[src/hw/rtl/dbv_pkg.sv]
// ----------------------------------------------------------------------------
// dbv_pkg
// Types, constants and helpers shared by the discovery beacon validator.
// ----------------------------------------------------------------------------
`default_nettype none

package dbv_pkg;

    localparam int MAX_DATAGRAM_DEF = 65535;
    localparam int HEADER_BYTES     = 13;
    localparam int IDX_W            = 17;

    typedef enum logic [2:0] {
        ST_OK        = 3'd0,
        ST_SMALL     = 3'd1,
        ST_MAGIC     = 3'd2,
        ST_VERSION   = 3'd3,
        ST_PARTITION = 3'd4,
        ST_SIZE      = 3'd5
    } status_t;

    typedef struct packed {
        logic [7:0] data_byte;
        logic       last;
    } in_item_t;

    typedef struct packed {
        status_t     status;
        logic [7:0]  type_len;
        logic [7:0]  name_len;
        logic [15:0] payload_len;
        logic [15:0] total_len;
    } out_item_t;

    function automatic logic [7:0] magic_byte(input logic [1:0] idx);
        logic [7:0] b;
        unique case (idx)
            2'd0:    b = 8'h00;
            2'd1:    b = 8'h44;
            2'd2:    b = 8'h53;
            default: b = 8'h44;
        endcase
        return b;
    endfunction

endpackage

`default_nettype wire

[src/hw/rtl/dbv_in_stage.sv]
// ----------------------------------------------------------------------------
// dbv_in_stage
// Input register that holds one received byte until the checker takes it.
// ----------------------------------------------------------------------------
`default_nettype none

module dbv_in_stage (
    input  wire logic             clk,
    input  wire logic             rst_n,
    input  wire logic             in_valid,
    output logic                  in_stall,
    input  dbv_pkg::in_item_t     in_data,
    input  wire logic             item_take,
    output logic                  item_valid,
    output dbv_pkg::in_item_t     item
);

    logic              valid_reg;
    logic              valid_next;
    dbv_pkg::in_item_t item_reg;
    logic              load;

    assign in_stall   = valid_reg && !item_take;
    assign load       = in_valid && !in_stall;
    assign valid_next = load || (valid_reg && !item_take);

    always_ff @(posedge clk or negedge rst_n)
    begin
        if (!rst_n)
        begin
            valid_reg <= 1'b0;
        end
        else
        begin
            valid_reg <= valid_next;
        end
    end

    always_ff @(posedge clk)
    begin
        if (load)
        begin
            item_reg <= in_data;
        end
    end

    assign item_valid = valid_reg;
    assign item       = item_reg;

endmodule

`default_nettype wire

[src/hw/rtl/dbv_hdr_check.sv]
// ----------------------------------------------------------------------------
// dbv_hdr_check
// Header checker: counts bytes, checks and keeps header fields, and registers
// one verdict on the final byte of each datagram.
// ----------------------------------------------------------------------------
`default_nettype none

module dbv_hdr_check #(
    parameter int MAX_DATAGRAM = dbv_pkg::MAX_DATAGRAM_DEF
) (
    input  wire logic             clk,
    input  wire logic             rst_n,
    input  wire logic             item_valid,
    input  dbv_pkg::in_item_t     item,
    input  wire logic [31:0]      partition_id,
    output logic                  item_take,
    output logic                  out_valid,
    input  wire logic             out_stall,
    output dbv_pkg::out_item_t    out_data
);

    localparam int CNT_W = $clog2(MAX_DATAGRAM + 1);
    localparam logic [CNT_W-1:0] CNT_MAX = CNT_W'(MAX_DATAGRAM);

    logic [CNT_W-1:0]            count_reg, count_next, count_upd;
    dbv_pkg::status_t            err_reg, err_next, err_upd;
    logic [7:0]                  type_reg, type_next, type_upd;
    logic [7:0]                  name_reg, name_next, name_upd;
    logic [15:0]                 pay_reg, pay_next, pay_upd;
    logic                        out_valid_reg, out_valid_next;
    dbv_pkg::out_item_t          out_reg, out_next;
    logic                        slot_free;
    logic                        done;
    logic [dbv_pkg::IDX_W-1:0]   idx;
    logic [dbv_pkg::IDX_W-1:0]   expected;
    logic [7:0]                  part_byte;
    logic [7:0]                  b;
    logic                        bad;
    logic                        bad_part;

    assign slot_free = !out_valid_reg || !out_stall;
    assign item_take = item_valid && (!item.last || slot_free);
    assign done      = item_take && item.last;
    assign idx       = dbv_pkg::IDX_W'(count_reg);
    assign b         = item.data_byte;

    always_comb
    begin
        unique case (idx[1:0])
            2'd1:    part_byte = partition_id[31:24];
            2'd2:    part_byte = partition_id[23:16];
            2'd3:    part_byte = partition_id[15:8];
            default: part_byte = partition_id[7:0];
        endcase
    end

    always_comb
    begin
        count_upd = count_reg;
        err_upd   = err_reg;
        type_upd  = type_reg;
        name_upd  = name_reg;
        pay_upd   = pay_reg;
        bad       = 1'b0;
        bad_part  = (part_byte != b);
        if (count_reg < CNT_MAX)
        begin
            count_upd = count_reg + CNT_W'(1);
            priority if (idx < 17'd4)
            begin
                bad = (b != dbv_pkg::magic_byte(idx[1:0]));
                if (bad && err_reg == dbv_pkg::ST_OK)
                begin
                    err_upd = dbv_pkg::ST_MAGIC;
                end
            end
            else if (idx == 17'd4)
            begin
                if (b != 8'd0 && err_reg == dbv_pkg::ST_OK)
                begin
                    err_upd = dbv_pkg::ST_VERSION;
                end
            end
            else if (idx <= 17'd8)
            begin
                if (bad_part && err_reg == dbv_pkg::ST_OK)
                begin
                    err_upd = dbv_pkg::ST_PARTITION;
                end
            end
            else if (idx == 17'd9)
            begin
                type_upd = b;
            end
            else if (idx == 17'd10)
            begin
                name_upd = b;
            end
            else if (idx == 17'd11)
            begin
                pay_upd = {b, pay_reg[7:0]};
            end
            else if (idx == 17'd12)
            begin
                pay_upd = {pay_reg[15:8], b};
            end
            else
            begin
                bad = 1'b0;
            end
        end
    end

    assign expected = dbv_pkg::IDX_W'(dbv_pkg::HEADER_BYTES) + dbv_pkg::IDX_W'(type_upd)
                    + dbv_pkg::IDX_W'(name_upd) + dbv_pkg::IDX_W'(pay_upd);

    always_comb
    begin
        out_next             = out_reg;
        out_next.type_len    = type_upd;
        out_next.name_len    = name_upd;
        out_next.payload_len = pay_upd;
        out_next.total_len   = 16'(count_upd);
        priority if (dbv_pkg::IDX_W'(count_upd) < dbv_pkg::IDX_W'(dbv_pkg::HEADER_BYTES))
        begin
            out_next.status = dbv_pkg::ST_SMALL;
        end
        else if (err_upd != dbv_pkg::ST_OK)
        begin
            out_next.status = err_upd;
        end
        else if (dbv_pkg::IDX_W'(count_upd) != expected)
        begin
            out_next.status = dbv_pkg::ST_SIZE;
        end
        else
        begin
            out_next.status = dbv_pkg::ST_OK;
        end
    end

    always_comb
    begin
        count_next = count_reg;
        err_next   = err_reg;
        type_next  = type_reg;
        name_next  = name_reg;
        pay_next   = pay_reg;
        if (done)
        begin
            count_next = '0;
            err_next   = dbv_pkg::ST_OK;
            type_next  = '0;
            name_next  = '0;
            pay_next   = '0;
        end
        else if (item_take)
        begin
            count_next = count_upd;
            err_next   = err_upd;
            type_next  = type_upd;
            name_next  = name_upd;
            pay_next   = pay_upd;
        end
    end

    assign out_valid_next = done || (out_valid_reg && out_stall);

    always_ff @(posedge clk or negedge rst_n)
    begin
        if (!rst_n)
        begin
            count_reg     <= '0;
            err_reg       <= dbv_pkg::ST_OK;
            type_reg      <= '0;
            name_reg      <= '0;
            pay_reg       <= '0;
            out_valid_reg <= 1'b0;
        end
        else
        begin
            count_reg     <= count_next;
            err_reg       <= err_next;
            type_reg      <= type_next;
            name_reg      <= name_next;
            pay_reg       <= pay_next;
            out_valid_reg <= out_valid_next;
        end
    end

    always_ff @(posedge clk)
    begin
        if (done)
        begin
            out_reg <= out_next;
        end
    end

    assign out_valid = out_valid_reg;
    assign out_data  = out_reg;

endmodule

`default_nettype wire

[src/hw/rtl/discovery_beacon_validator_top.sv]
// ----------------------------------------------------------------------------
// discovery_beacon_validator_top
// Checks the header of a received discovery datagram byte by byte and gives
// one verdict with the kept length fields on the final byte.
// ----------------------------------------------------------------------------
//  channel  direction  handshake         payload
//  in       input      in_valid/in_stall   in_data  (data_byte, last)
//  out      output     out_valid/out_stall out_data (status, lengths)
//  cfg      input      cfg_valid/cfg_ready cfg_data (partition_id)
//
// One byte is accepted every cycle while in_stall is low; a verdict is
// registered in the result register when its final byte is taken from the
// input register. Reset clears the counter, the kept fields, the partition
// register and both valid flags. A stall on the output holds back only a final
// byte; other bytes keep flowing while a verdict waits.
// ----------------------------------------------------------------------------
`default_nettype none

module discovery_beacon_validator_top #(
    parameter int MAX_DATAGRAM = dbv_pkg::MAX_DATAGRAM_DEF
) (
    input  wire logic             clk,
    input  wire logic             rst_n,
    input  wire logic             in_valid,
    output logic                  in_stall,
    input  dbv_pkg::in_item_t     in_data,
    output logic                  out_valid,
    input  wire logic             out_stall,
    output dbv_pkg::out_item_t    out_data,
    input  wire logic             cfg_valid,
    output logic                  cfg_ready,
    input  wire logic [31:0]      cfg_data
);

    logic [31:0]       partition_reg;
    logic [31:0]       partition_next;
    logic              item_valid;
    logic              item_take;
    dbv_pkg::in_item_t item;

    assign cfg_ready      = 1'b1;
    assign partition_next = (cfg_valid && cfg_ready) ? cfg_data : partition_reg;

    always_ff @(posedge clk or negedge rst_n)
    begin
        if (!rst_n)
        begin
            partition_reg <= '0;
        end
        else
        begin
            partition_reg <= partition_next;
        end
    end

    dbv_in_stage u_in_stage (
        .clk        (clk),
        .rst_n      (rst_n),
        .in_valid   (in_valid),
        .in_stall   (in_stall),
        .in_data    (in_data),
        .item_take  (item_take),
        .item_valid (item_valid),
        .item       (item)
    );

    dbv_hdr_check #(
        .MAX_DATAGRAM (MAX_DATAGRAM)
    ) u_hdr_check (
        .clk          (clk),
        .rst_n        (rst_n),
        .item_valid   (item_valid),
        .item         (item),
        .partition_id (partition_reg),
        .item_take    (item_take),
        .out_valid    (out_valid),
        .out_stall    (out_stall),
        .out_data     (out_data)
    );

`ifndef SYNTHESIS
    // The input side is only held back while a verdict is waiting downstream.
    a_stall_cause: assert property (@(posedge clk) disable iff (!rst_n)
        in_stall |-> (out_valid && out_stall))
        else $error("input stalled without a blocked verdict");

    // A datagram shorter than the header is always reported as too small.
    a_short: assert property (@(posedge clk) disable iff (!rst_n)
        (out_valid && out_data.total_len < 16'(dbv_pkg::HEADER_BYTES))
        |-> (out_data.status == dbv_pkg::ST_SMALL))
        else $error("short datagram not reported as too small");

    // An accepted datagram has exactly the length that its header announces.
    a_ok_len: assert property (@(posedge clk) disable iff (!rst_n)
        (out_valid && out_data.status == dbv_pkg::ST_OK)
        |-> (17'(out_data.total_len) == 17'(dbv_pkg::HEADER_BYTES)
             + 17'(out_data.type_len) + 17'(out_data.name_len)
             + 17'(out_data.payload_len)))
        else $error("accepted datagram with inconsistent length");
`endif

endmodule

`default_nettype wire
[config.mk]
export PLATFORM = sky130hd
export DESIGN_NAME = discovery_beacon_validator_top
export DESIGN_NICKNAME = d
export VERILOG_FILES = /design/src/hw/rtl/dbv_pkg.sv /design/src/hw/rtl/dbv_in_stage.sv /design/src/hw/rtl/dbv_hdr_check.sv /design/src/hw/rtl/discovery_beacon_validator_top.sv
export SDC_FILE = /design/constraint.sdc
export NUM_CORES = 1
export LEC_CHECK = 0
export BUFFER_PORTS_ARGS = -buffer_cell sky130_fd_sc_hd__buf_2
export CORE_ASPECT_RATIO = 1.5
export CORE_UTILIZATION = 45
export CTS_CLUSTER_DIAMETER = 60
export DETAILED_ROUTE_END_ITERATION = 10
export SLEW_MARGIN = 20
export SYNTH_ARGS = -nofsm -noshare
export SYNTH_HDL_FRONTEND = slang
export SYNTH_SLANG_ARGS = --single-unit
[constraint.sdc]
create_clock -name clk -period 7 [get_ports clk]
set_clock_uncertainty 0.15 [all_clocks]
set_input_delay 1.4 -clock clk [delete_from_list [all_inputs] [get_ports clk]]
set_output_delay 1.4 -clock clk [all_outputs]
set_load 0.05 [all_outputs]
# After elaboration in Yosys (flattened, before gate mapping)

Index checks and enable logic that the tools add are counted.

Register bits after elaboration: 145
Bits in latches: 0
RAM bits: 0
Bits in read-only memories: 0
Bits of input ports: 46
Output and inout bits: 54
Memories kept: 0

$add $sub $neg: 4
Multipliers: 0
Divide/modulo/power cells: 0
Order comparisons: 4
Eq/ne operators: 11
Shift-type cells: 0
Mux-type cells: 43
Bitwise logic cells: 0
Reduce and logical (&&, ||, !) cells: 22

Operator list:

| cell                                                                               | number |
|---|---|
| 16-bit 2-to-1 mux                                                                  | 12 |
| 8-bit 2-to-1 mux                                                                   | 18 |
| 16-bit by 4-bit equality test with 1-bit output (second input constant)            | 4 |
| 3-bit 2-to-1 mux                                                                   | 11 |
| 8-bit one-hot mux with 3 select lines                                              | 1 |
| 17-bit by 16-bit adder with 17-bit output                                          | 1 |
| 17-bit by 8-bit adder with 17-bit output                                           | 1 |
| 16-bit by 17-bit inequality test with 1-bit output                                 | 1 |
| 16-bit by 1-bit adder with 16-bit output (second input constant)                   | 1 |
| 16-bit by 3-bit equality test with 1-bit output (second input constant)            | 1 |
| 16-bit by 4-bit less-or-equal comparator with 1-bit output (second input constant) | 1 |
| 16-bit less-than comparator (second input constant)                                | 1 |
| 16-bit by 3-bit less-than comparator with 1-bit output (second input constant)     | 1 |
| 16-bit by 4-bit less-than comparator with 1-bit output (second input constant)     | 1 |
| 8-bit inequality test                                                              | 2 |
| 7-bit one-hot mux with 2 select lines                                              | 1 |
| 4-bit by 8-bit adder with 9-bit output (first input constant)                      | 1 |
| 1-bit logical AND                                                                  | 8 |
| 8-bit nonzero test                                                                 | 1 |
| 1-bit zero test                                                                    | 5 |
| 2-bit equality test (second input constant)                                        | 2 |
| 1-bit logical OR                                                                   | 4 |
| 3-bit zero test                                                                    | 1 |
| 3-bit nonzero test                                                                 | 1 |
| 3 further kinds                                                                    | 3 |

# Depth between registers and ports, before layout

Gate-level depths: netlist of run 1.

Depth in word-level cells: 13
Gate-level depth with buffers: 22
Gate-level depth less buffers: 21

# By module

Synthesis of run 1 repeated with hierarchy kept, for this count alone.

Cell total of the unflattened synthesis: 623
Area total of the unflattened synthesis: 7,709.9 µm²

Modules (own cells, without submodules):

| module                         | times used | cells an instance | area each (µm²) | sequential area each (µm²) |
|---|---|---|---|---|
| dbv_hdr_check                  | 1          | 539               | 6,025.8         | 2,832.7 |
| discovery_beacon_validator_top | 1          | 70                | 1,356.3         | 800.8 |
| dbv_in_stage                   | 1          | 14                | 327.8           | 295.3 |

# Worst setup path before layout of run 1

OpenSTA, ideal clock, no wires.

Path type: reg-to-reg
Start point: register u_hdr_check.count_reg[0]
End point: register u_hdr_check.out_reg, in the netlist u_hdr_check.out_data[50] (data pin)
Library setup time: 0.268 ns
Data arrival time: 5.016 ns
Slack: 1.567 ns
Cell stages (with the launch flop): 23
Path buffers: 1
Cells stage by stage: dfrtp_1 -> clkbuf_1 -> inv_1 -> ha_1 -> nor4b_1 -> nand2_1 -> mux2i_1 -> inv_1 -> ha_1 -> nor2_1 -> or3_1 -> xnor2_1 -> fa_1 -> ha_1 -> o21a_1 -> o21a_1 -> or2_2 -> a31oi_1 -> nor2_1 -> xnor2_1 -> nor3_1 -> and4_4 -> o22ai_2

Longest elaborated chain between the ends: 13

Ends and longest elaborated chain:

| element                                                                                           | RTL line             | text |
|---|---|---|
| start, declared                                                                                   | dbv_hdr_check.sv:25  | `logic [CNT_W-1:0] count_reg, count_next, count_upd;` |
| start signal, assigned                                                                            | dbv_hdr_check.sv:182 | `count_reg <= count_next;` |
| parallel branches: the longest is 13 deep, another holds 17-bit by 8-bit adder with 17-bit output | --                   |  |
| end signal, assigned                                                                              | dbv_hdr_check.sv:195 | `out_reg <= out_next;` |
| end, declared                                                                                     | dbv_hdr_check.sv:31  | `dbv_pkg::out_item_t out_reg, out_next;` |

Several ways; the timed one is not identified. The select of a mux whose other input is x is not followed.
A chain may end at the register's enable or synchronous reset.

# Worst setup path in the final report of run 1

Ends and elaborated chain as after synthesis.

==> results of run 1 <==
==> worst max-delay path: cells and delay by family, from the launching register on <==
kind	cells	cell delay, ns
AOI/OAI and AO/OA	4	0.74
xor gates and xnor gates	2	0.32
adders and majority gates	4	1.37
buffers and inverters	2	0.31
DFF	1	0.54
muxes	1	0.53
and+or+nand+nor	8	1.93
==> cell usage after synthesis, types with 2 or more instances <==
cell type	n
sky130_fd_sc_hd__dfrtp_1	85
sky130_fd_sc_hd__edfxtp_1	60
sky130_fd_sc_hd__nand2_1	56
sky130_fd_sc_hd__inv_1	52
sky130_fd_sc_hd__o21ai_0	49
sky130_fd_sc_hd__mux2_2	42
sky130_fd_sc_hd__xnor2_1	29
sky130_fd_sc_hd__a21oi_1	25
sky130_fd_sc_hd__mux2i_1	25
sky130_fd_sc_hd__nor2_1	23
sky130_fd_sc_hd__xor2_1	22
sky130_fd_sc_hd__clkbuf_1	19
sky130_fd_sc_hd__ha_1	18
sky130_fd_sc_hd__nor3_1	16
sky130_fd_sc_hd__a22o_1	12
sky130_fd_sc_hd__nand3_1	10
sky130_fd_sc_hd__nand4_1	10
sky130_fd_sc_hd__a222oi_1	8
sky130_fd_sc_hd__fa_1	8
sky130_fd_sc_hd__nand2b_1	8
sky130_fd_sc_hd__buf_2	7
sky130_fd_sc_hd__a21o_1	6
sky130_fd_sc_hd__nor4_1	6
sky130_fd_sc_hd__a31oi_1	5
sky130_fd_sc_hd__and4_1	4
sky130_fd_sc_hd__a211oi_1	3
sky130_fd_sc_hd__buf_1	3
sky130_fd_sc_hd__nor4_2	3
sky130_fd_sc_hd__o31ai_1	3
sky130_fd_sc_hd__a41oi_1	2
sky130_fd_sc_hd__and3_1	2
sky130_fd_sc_hd__buf_6	2
sky130_fd_sc_hd__nand3b_1	2
sky130_fd_sc_hd__nand4_2	2
sky130_fd_sc_hd__o21a_1	2
sky130_fd_sc_hd__o21bai_1	2
sky130_fd_sc_hd__or4_1	2
==> metal layers <==
metal  global-route usage  part of all wire  wire, um  vias up
li1                     -                 -         -     2542
met1                0.274              0.41      7500     2657
met2                0.388              0.52      9560      174
met3               0.0430             0.048       888       34
met4               0.0922             0.029       541        0
met5                    0                 0         0        -
==> power by group through the flow <==
stage          registers [W]  clock network (W)  logic (W)
6_report            0.000967           0.000869   0.000270
3_3_place_gp        0.000981                  0   0.000269
5_1_grt             0.000973           0.000920   0.000295
4_1_cts             0.000967           0.000886   0.000272
3_5_place_dp        0.000983                  0   0.000271
2_1_floorplan        0.00101                  0   0.000154
==> final timing paths <==
check / endpoint / start
max in group asynchronous: u_hdr_check.count_reg[14]$_DFFE_PN0P_ / rst_n
worst max-delay path: u_hdr_check.out_data[50]$_SDFFCE_PN0P_ / u_hdr_check.count_reg[0]$_DFFE_PN0P_
worst max register to register: u_hdr_check.out_data[50]$_SDFFCE_PN0P_ / u_hdr_check.count_reg[0]$_DFFE_PN0P_
worst min register to register: u_hdr_check.name_reg[3]$_DFFE_PN0P_ / u_hdr_check.name_reg[3]$_DFFE_PN0P_
min in group asynchronous: u_hdr_check.name_reg[4]$_DFFE_PN0P_ / rst_n
worst min-delay path: u_hdr_check.name_reg[3]$_DFFE_PN0P_ / u_hdr_check.name_reg[3]$_DFFE_PN0P_
==> kinds of logic after synthesis <==
logic type / synth area share
simple gates: 0.112
xor+xnor: 0.0621
flops: 0.518
compound gates: 0.110
other cells: 0.000495
fa+ha+maj: 0.0508
buf+inv: 0.0457
mux: 0.100
==> cell type report <==
class                   count  area, sq um  share of cell area
inverters                  53          199              0.0226
flip-flops and latches    145         3930               0.447
repair buffers            102          523              0.0595
clock inverters            14          130              0.0148
well taps                 206          258              0.0293
clock buffers              18          429              0.0489
multi-input cells         431         3320               0.378
==> through the flow <==
stage / hold slack [ns] / std cells / utilization / setup WS (ns)
floorplan: 0.299 / 661 / - / 1.57
global placement: 0.311 / 937 / 0.503 / 1.15
detailed placement: 0.322 / 937 / 0.503 / 0.961
CTS: 0.336 / 969 / 0.538 / 0.828
global route: 0.357 / 969 / 0.538 / 0.478
finish: 0.334 / 969 / 0.538 / 0.841
==> summary.txt, run 1 <==
Status
  – Result of the run: finished, final reports clean

Global route
  – Number of antenna violations at the first check in global routing: 0
  – Vias in the first global route: 5478
  – Largest net degree at the start of global routing: 62
  – Tot GR Track Use: 0.226
  – First-pass GRT wire length: 29300 um
  – Leftover overflow at the end of global routing: 0

Detailed routing
  – Via Count: 5407
  – DR WL/cell: 19.1 um
  – Post-DRT Antenna Nets: 0
  – Number of DRC markers after the initial detailed-route iteration: 214
  – Drt via density: 5.58
  – First-pass iteration count of the detailed router: 5
  – Detailed Route WL: 18500 um
  – Remaining routing DRC violations: 0

Layout
  – Filler cells: 1453
  – Non-Filler Cell Area, Final: 8780 sq um
  – Area growth from synthesis to layout: 15.9%
  – Post-layout net count: 822
  – Number of flip-flops under the largest register name: 51
  – Antenna fix cells: 0
  – Most common library cell in the layout ignoring fill and taps: sky130_fd_sc_hd__buf_2
  – Highest-count cells in the layout ignoring fill and taps: sky130_fd_sc_hd__buf_2 (97), sky130_fd_sc_hd__dfrtp_1 (85), sky130_fd_sc_hd__edfxtp_1 (60)
  – Share of layout cells above drive strength 1: 0.257

Clock network
  – Hold buffer count at CTS: 0
  – TritonCTS clock tree: built
  – Cell at the root of the clock tree: sky130_fd_sc_hd__clkbuf_16
  – Post-CTS setup repair buffer count: 0
  – Clock-pin transition on the worst setup and hold timing paths: 0.07 ns
  – Clk Latency, worst-skew pair: 0.43 ns
  – Number of sinks driven by the clock tree: 145
  – Number of gates given a new drive strength after cts: 0
  – Maximum count of clock buffers along a single path: 2
  – Level count of the clock H-tree: 4
  – Number of CTS-inserted buffers: 17

Yosys
  – Nets in the synthesized netlist: 733
  – Leading area contributor after synthesis: sky130_fd_sc_hd__dfrtp_1
  – Number of enable flip-flop cells after synthesis: 60
  – Syn Std Cell Area: 7580 sq um
  – Yosys synthesis warning count: 0
  – Share of flip-flops with an asynchronous set or reset: 0.586
  – Sequential share of the synthesized area: 0.518
  – Yosys cell types: 65
  – Total of flip-flops plus latches after synthesis: 145
  – Leading cell types by total area after synthesis: sky130_fd_sc_hd__dfrtp_1 (28%), sky130_fd_sc_hd__edfxtp_1 (24%), sky130_fd_sc_hd__mux2_2 (6.2%), sky130_fd_sc_hd__xnor2_1 (3.4%), sky130_fd_sc_hd__mux2i_1 (3.3%)
  – Synth Instances: 661
  – Synth top area share: 0.281
  – Mapped Avg Cell Area: 11.5 sq um
  – Main synth FF type: sky130_fd_sc_hd__dfrtp_1

Power
  – Switching component of the power: 0.000594 W
  – Static leakage: 4.11 nW
  – Fraction of power consumed by combinational cells: 0.128
  – Relative contribution of the clock network to total power: 0.413
  – Fraction of power consumed by sequential logic: 0.459
  – P_int: 0.00151 W
  – Power per unit of standard cell area: 240 nW/um^2
  – Peak VDD IR: 0.149 mV
  – Switching fraction of total power: 0.282
  – Post-layout power: 0.00211 W

STA
  – Highest achievable clock rate: 0.162 GHz
  – Slew at the pin closest to its max-slew limit: 1.01 ns
  – Setup violation total in the final timing report: 0
  – Final Hold Fails: 0
  – Setup TNS Final: 0 ns
  – Minimum clock period after layout: 6.16 ns
  – Max-slew violation count: 0
  – Share of the clock period used by the worst path after layout: 0.880
  – Unrepaired setup endpoints after global routing: no
  – Worst slew margin relative to its limit: 0.325

Worst hold path
  – Worst min-delay path category: flop to flop
  – Hold path depth: 2

Setup path
  – Worst-case reg-to-reg path depth: 21
  – Biggest cell delay along the critical path: 0.54 ns
  – Cell seen most often among critical-path stages: sky130_fd_sc_hd__ha_1
  – CP max-delay cell: sky130_fd_sc_hd__dfrtp_1
  – Minimum setup slack among reg-to-reg paths: 0.84 ns
  – Critical Path End Type: flop
  – Max Fanout on Critical Path: 9
  – Type of origin of the critical path: flop
  – Data required time at the worst endpoint: 7.01 ns
  – Crit path cell chain: inv_1 -> ha_1 -> nor4b_1 -> nand2_1 -> mux2i_1 -> inv_1 -> ha_1 -> nor2_1 -> or3_1 -> xnor2_1 -> fa_1 -> ha_1 -> o21a_1 -> o21a_1 -> or2_2 -> a31oi_1 -> nor2_1 -> xnor2_1 -> nor3_1 -> and4_4 -> o22ai_2
  – CP Class: flop to flop
  – Worst EP arrival: 6.17 ns

Floorplan
  – Initial cell density of the core: 0.464
  – Vertical die dimension: 161 um
  – Area of the placeable core: 16300 sq um
  – Die area: 17400 sq um
  – Row count: 57
  – Number of placed I/O pins: 100
  – Die width: 108 um

Place
  – Estimated wirelength of the detail-placed design: 13100 um
  – Number of buffers added on ports: 98
  – Post-detailed-placement cell area: 8220 sq um
  – Final RePlAce weighted congestion: 0.903

Flow run
  – Max-cap violations: 0
Power figures use the tool's default switching activity.
==> run 2, diff against run 1 <==
--- a/config.mk
+++ b/config.mk
@@ -7,7 +7,7 @@
 export LEC_CHECK = 0
 export BUFFER_PORTS_ARGS = -buffer_cell sky130_fd_sc_hd__buf_2
 export CORE_ASPECT_RATIO = 1.5
-export CORE_UTILIZATION = 45
+export CORE_UTILIZATION = 35
 export CTS_CLUSTER_DIAMETER = 60
 export DETAILED_ROUTE_END_ITERATION = 10
 export SLEW_MARGIN = 20
==> summary.txt, run 2 (synthesis gave the netlist of run 1 again) <==
Clock network
  – Cell at the root of the clock tree: sky130_fd_sc_hd__clkbuf_16
  – Number of sinks driven by the clock tree: 145 (unchanged)
  – Number of gates given a new drive strength after cts: 0 (unchanged)
  – Clock-pin transition on the worst setup and hold timing paths: 0.06 ns (about the same)
  – Maximum count of clock buffers along a single path: 2 (unchanged)
  – Number of CTS-inserted buffers: 17 (unchanged)
  – TritonCTS clock tree: built
  – Post-CTS setup repair buffer count: 0 (unchanged)
  – Clk Latency, worst-skew pair: 0.42 ns (about the same)
  – Hold buffer count at CTS: 0 (unchanged)
  – Level count of the clock H-tree: 4 (unchanged)

STA
  – Setup TNS Final: 0 ns (unchanged)
  – Minimum clock period after layout: 6.05 ns (-0.114 ns)
  – Unrepaired setup endpoints after global routing: no
  – Final Hold Fails: 0 (unchanged)
  – Slew at the pin closest to its max-slew limit: 0.812 ns (-0.198 ns)
  – Max-slew violation count: 0 (unchanged)
  – Highest achievable clock rate: 0.165 GHz (+1.9%)
  – Share of the clock period used by the worst path after layout: 0.864 (-0.0163)
  – Setup violation total in the final timing report: 0 (unchanged)
  – Worst slew margin relative to its limit: 0.459 (+0.134)

Global route
  – Leftover overflow at the end of global routing: 0 (unchanged)
  – Number of antenna violations at the first check in global routing: 0 (unchanged)
  – Vias in the first global route: 5508 (+0.55%)
  – First-pass GRT wire length: 30500 um (+3.9%)
  – Tot GR Track Use: 0.182 (-0.0434)
  – Largest net degree at the start of global routing: 58 (-6.5%)

Power
  – Switching fraction of total power: 0.270 (-0.0125)
  – Static leakage: 4.14 nW (+0.86%)
  – Relative contribution of the clock network to total power: 0.415 (+0.002)
  – Fraction of power consumed by combinational cells: 0.128 (about the same)
  – P_int: 0.00155 W (+2.3%)
  – Fraction of power consumed by sequential logic: 0.457 (-0.002)
  – Switching component of the power: 0.000571 W (-3.9%)
  – Post-layout power: 0.00212 W (+0.53%)
  – Power per unit of standard cell area: 238 nW/um^2 (-0.56%)
  – Peak VDD IR: 0.133 mV (-11%)

Setup path
  – Critical Path Source: u_hdr_check.count_reg[5]$_DFFE_PN0P_
  – CP Class: flop to flop
  – Worst EP arrival: 6.06 ns (-0.11 ns)
  – Type of origin of the critical path: flop
  – Data required time at the worst endpoint: 7.01 ns (about the same)
  – Capturing instance or port of the critical path: u_hdr_check.out_data[50]$_SDFFCE_PN0P_
  – Max Fanout on Critical Path: 10 (+1)
  – Minimum setup slack among reg-to-reg paths: 0.95 ns (+0.11 ns)
  – Reg-to-reg critical path startpoint: u_hdr_check.count_reg[5]$_DFFE_PN0P_
  – Critical Path End Type: flop
  – Critical R2R Capture: u_hdr_check.out_data[50]$_SDFFCE_PN0P_
  – Worst-case reg-to-reg path depth: 21 (unchanged)

Place
  – Estimated wirelength of the detail-placed design: 13500 um (+2.6%)
  – Number of buffers added on ports: 98 (unchanged)
  – Final RePlAce weighted congestion: 0.883 (-2.2%)

Layout
  – Area growth from synthesis to layout: 17.2%
  – Highest-count cells in the layout ignoring fill and taps: sky130_fd_sc_hd__buf_2 (97), sky130_fd_sc_hd__dfrtp_1 (85), sky130_fd_sc_hd__edfxtp_1 (60)
  – Post-layout net count: 824 (+0.24%)
  – Most common library cell in the layout ignoring fill and taps: sky130_fd_sc_hd__buf_2
  – Share of layout cells above drive strength 1: 0.256 (-0.000672)
  – Number of flip-flops under the largest register name: 51 (unchanged)
  – Antenna fix cells: 0 (unchanged)

Floorplan
  – Number of placed I/O pins: 100 (unchanged)
  – Initial cell density of the core: 0.358 (-0.106)
  – Die width: 122 um (+13%)
  – Area of the placeable core: 21100 sq um (+29%)
  – Die area: 22300 sq um (+28%)
  – Vertical die dimension: 182 um (+13%)
  – Row count: 65 (+14%)

Status
  – Result of the run: finished, final reports clean

Detailed routing
  – Via Count: 5316 (-1.7%)
  – Number of DRC markers after the initial detailed-route iteration: 322 (+50%)
  – Drt via density: 5.15 (-7.8%)
  – DR WL/cell: 18.3 um (-3.9%)
  – Detailed Route WL: 18900 um (+2.4%)
  – First-pass iteration count of the detailed router: 7 (+2)
  – Remaining routing DRC violations: 0 (unchanged)
  – Post-DRT Antenna Nets: 0 (unchanged)

Flow run
  – Max-cap violations: 0 (unchanged)

Worst hold path
  – Worst min-delay path category: flop to flop
==> run 2: changes by cell type in the layout (fill, tap and decap cells not counted) <==
| cell | before | now |
|---|---|---|
| sky130_fd_sc_hd__clkinv_4 | 3 | 2 |
| sky130_fd_sc_hd__inv_6 | 4 | 0 |
| sky130_fd_sc_hd__clkinv_1 | 1 | 0 |
| sky130_fd_sc_hd__nand2_1 | 54 | 56 |
| sky130_fd_sc_hd__clkinvlp_4 | 4 | 0 |
| sky130_fd_sc_hd__clkbuf_1 | 1 | 2 |
| sky130_fd_sc_hd__clkbuf_8 | 0 | 4 |
| sky130_fd_sc_hd__buf_4 | 5 | 7 |
| sky130_fd_sc_hd__clkinv_2 | 1 | 4 |
| sky130_fd_sc_hd__inv_4 | 0 | 2 |
| sky130_fd_sc_hd__nand2_2 | 2 | 0 |
==> run 2: critical path: stages, from the launching register on <==
cell and delay [ns]:
sky130_fd_sc_hd__dfrtp_1 0.50, sky130_fd_sc_hd__nor4_2 0.31, sky130_fd_sc_hd__nand3_1 0.25, sky130_fd_sc_hd__nor4b_1 0.37, sky130_fd_sc_hd__nand2_1 0.37, sky130_fd_sc_hd__mux2i_1 0.55
sky130_fd_sc_hd__inv_1 0.10, sky130_fd_sc_hd__ha_1 0.23, sky130_fd_sc_hd__nor2_1 0.16, sky130_fd_sc_hd__or3_1 0.16, sky130_fd_sc_hd__xnor2_1 0.15, sky130_fd_sc_hd__fa_1 0.46
sky130_fd_sc_hd__ha_1 0.35, sky130_fd_sc_hd__o21a_1 0.21, sky130_fd_sc_hd__o21a_1 0.17, sky130_fd_sc_hd__or2_2 0.28, sky130_fd_sc_hd__a31oi_1 0.26, sky130_fd_sc_hd__nor2_1 0.09
sky130_fd_sc_hd__xnor2_1 0.14, sky130_fd_sc_hd__nor3_1 0.20, sky130_fd_sc_hd__and4_4 0.26, sky130_fd_sc_hd__o22ai_2 0.06
==> run 2: layout make-up <==
| type | instances | area [sq um] |
|---|---|---|
| Clock inverter | 9 | 80.1 |
| Tap cell | 268 | 335 |
| Clock buffer | 23 | 488 |
| Timing Repair Buffer | 104 | 538 |
| Sequential cell | 145 | 3930 |
| Inverter | 53 | 199 |
| Multi-Input combinational cell | 431 | 3310 |
| Fill cell | 2065 | 12300 |
==> run 2: worst min-delay path by stage <==
| stage | start | end | slack [ns] | cells past startpoint |
|---|---|---|---|---|
| 6_report | u_hdr_check.name_reg[2]$_DFFE_PN0P_ | u_hdr_check.name_reg[2]$_DFFE_PN0P_ | 0.33 | 2 |
| 3_5_place_dp | u_hdr_check.name_reg[2]$_DFFE_PN0P_ | u_hdr_check.name_reg[2]$_DFFE_PN0P_ | 0.32 | 2 |
| 2_1_floorplan | u_hdr_check.name_reg[1]$_DFFE_PN0P_ | u_hdr_check.name_reg[1]$_DFFE_PN0P_ | 0.30 | 2 |
| 5_1_grt | u_hdr_check.pay_reg[1]$_DFFE_PN0P_ | u_hdr_check.pay_reg[1]$_DFFE_PN0P_ | 0.35 | 2 |
| 3_3_place_gp | u_hdr_check.pay_reg[1]$_DFFE_PN0P_ | u_hdr_check.pay_reg[1]$_DFFE_PN0P_ | 0.31 | 2 |
| 4_1_cts | u_hdr_check.name_reg[2]$_DFFE_PN0P_ | u_hdr_check.name_reg[2]$_DFFE_PN0P_ | 0.34 | 2 |
==> run 2: per-stage QoR <==
stage | instance area (sq um) | utilization | instances | worst slack, ns | hold slack (ns)
after detailed placement | 8310 | 0.393 | 1001 | 0.988 | 0.320
after global placement | 8310 | 0.393 | 1001 | 1.15 | 0.311
after CTS | 8880 | 0.420 | 1033 | 0.946 | 0.335
final | 8880 | 0.420 | 1033 | 0.955 | 0.332
after global routing | 8880 | 0.420 | 1033 | 0.556 | 0.349
after floorplan | 7580 | - | 661 | 1.57 | 0.299
==> run 2: power groups by stage <==
| stage | combinational (W) | sequential [W] | clock (W) |
|---|---|---|---|
| final | 0.000272 | 0.000967 | 0.000878 |
| after global routing | 0.000298 | 0.000973 | 0.000932 |
| after CTS | 0.000275 | 0.000967 | 0.000900 |
| after detailed placement | 0.000274 | 0.000983 | 0 |
| after global placement | 0.000272 | 0.000982 | 0 |
| after floorplan | 0.000154 | 0.00101 | 0 |
==> run 2: routing by layer <==
layer	share of wire	global-route usage
met5	0	0
met4	0.033	0.0873
met3	0.036	0.0325
met2	0.53	0.321
met1	0.40	0.210
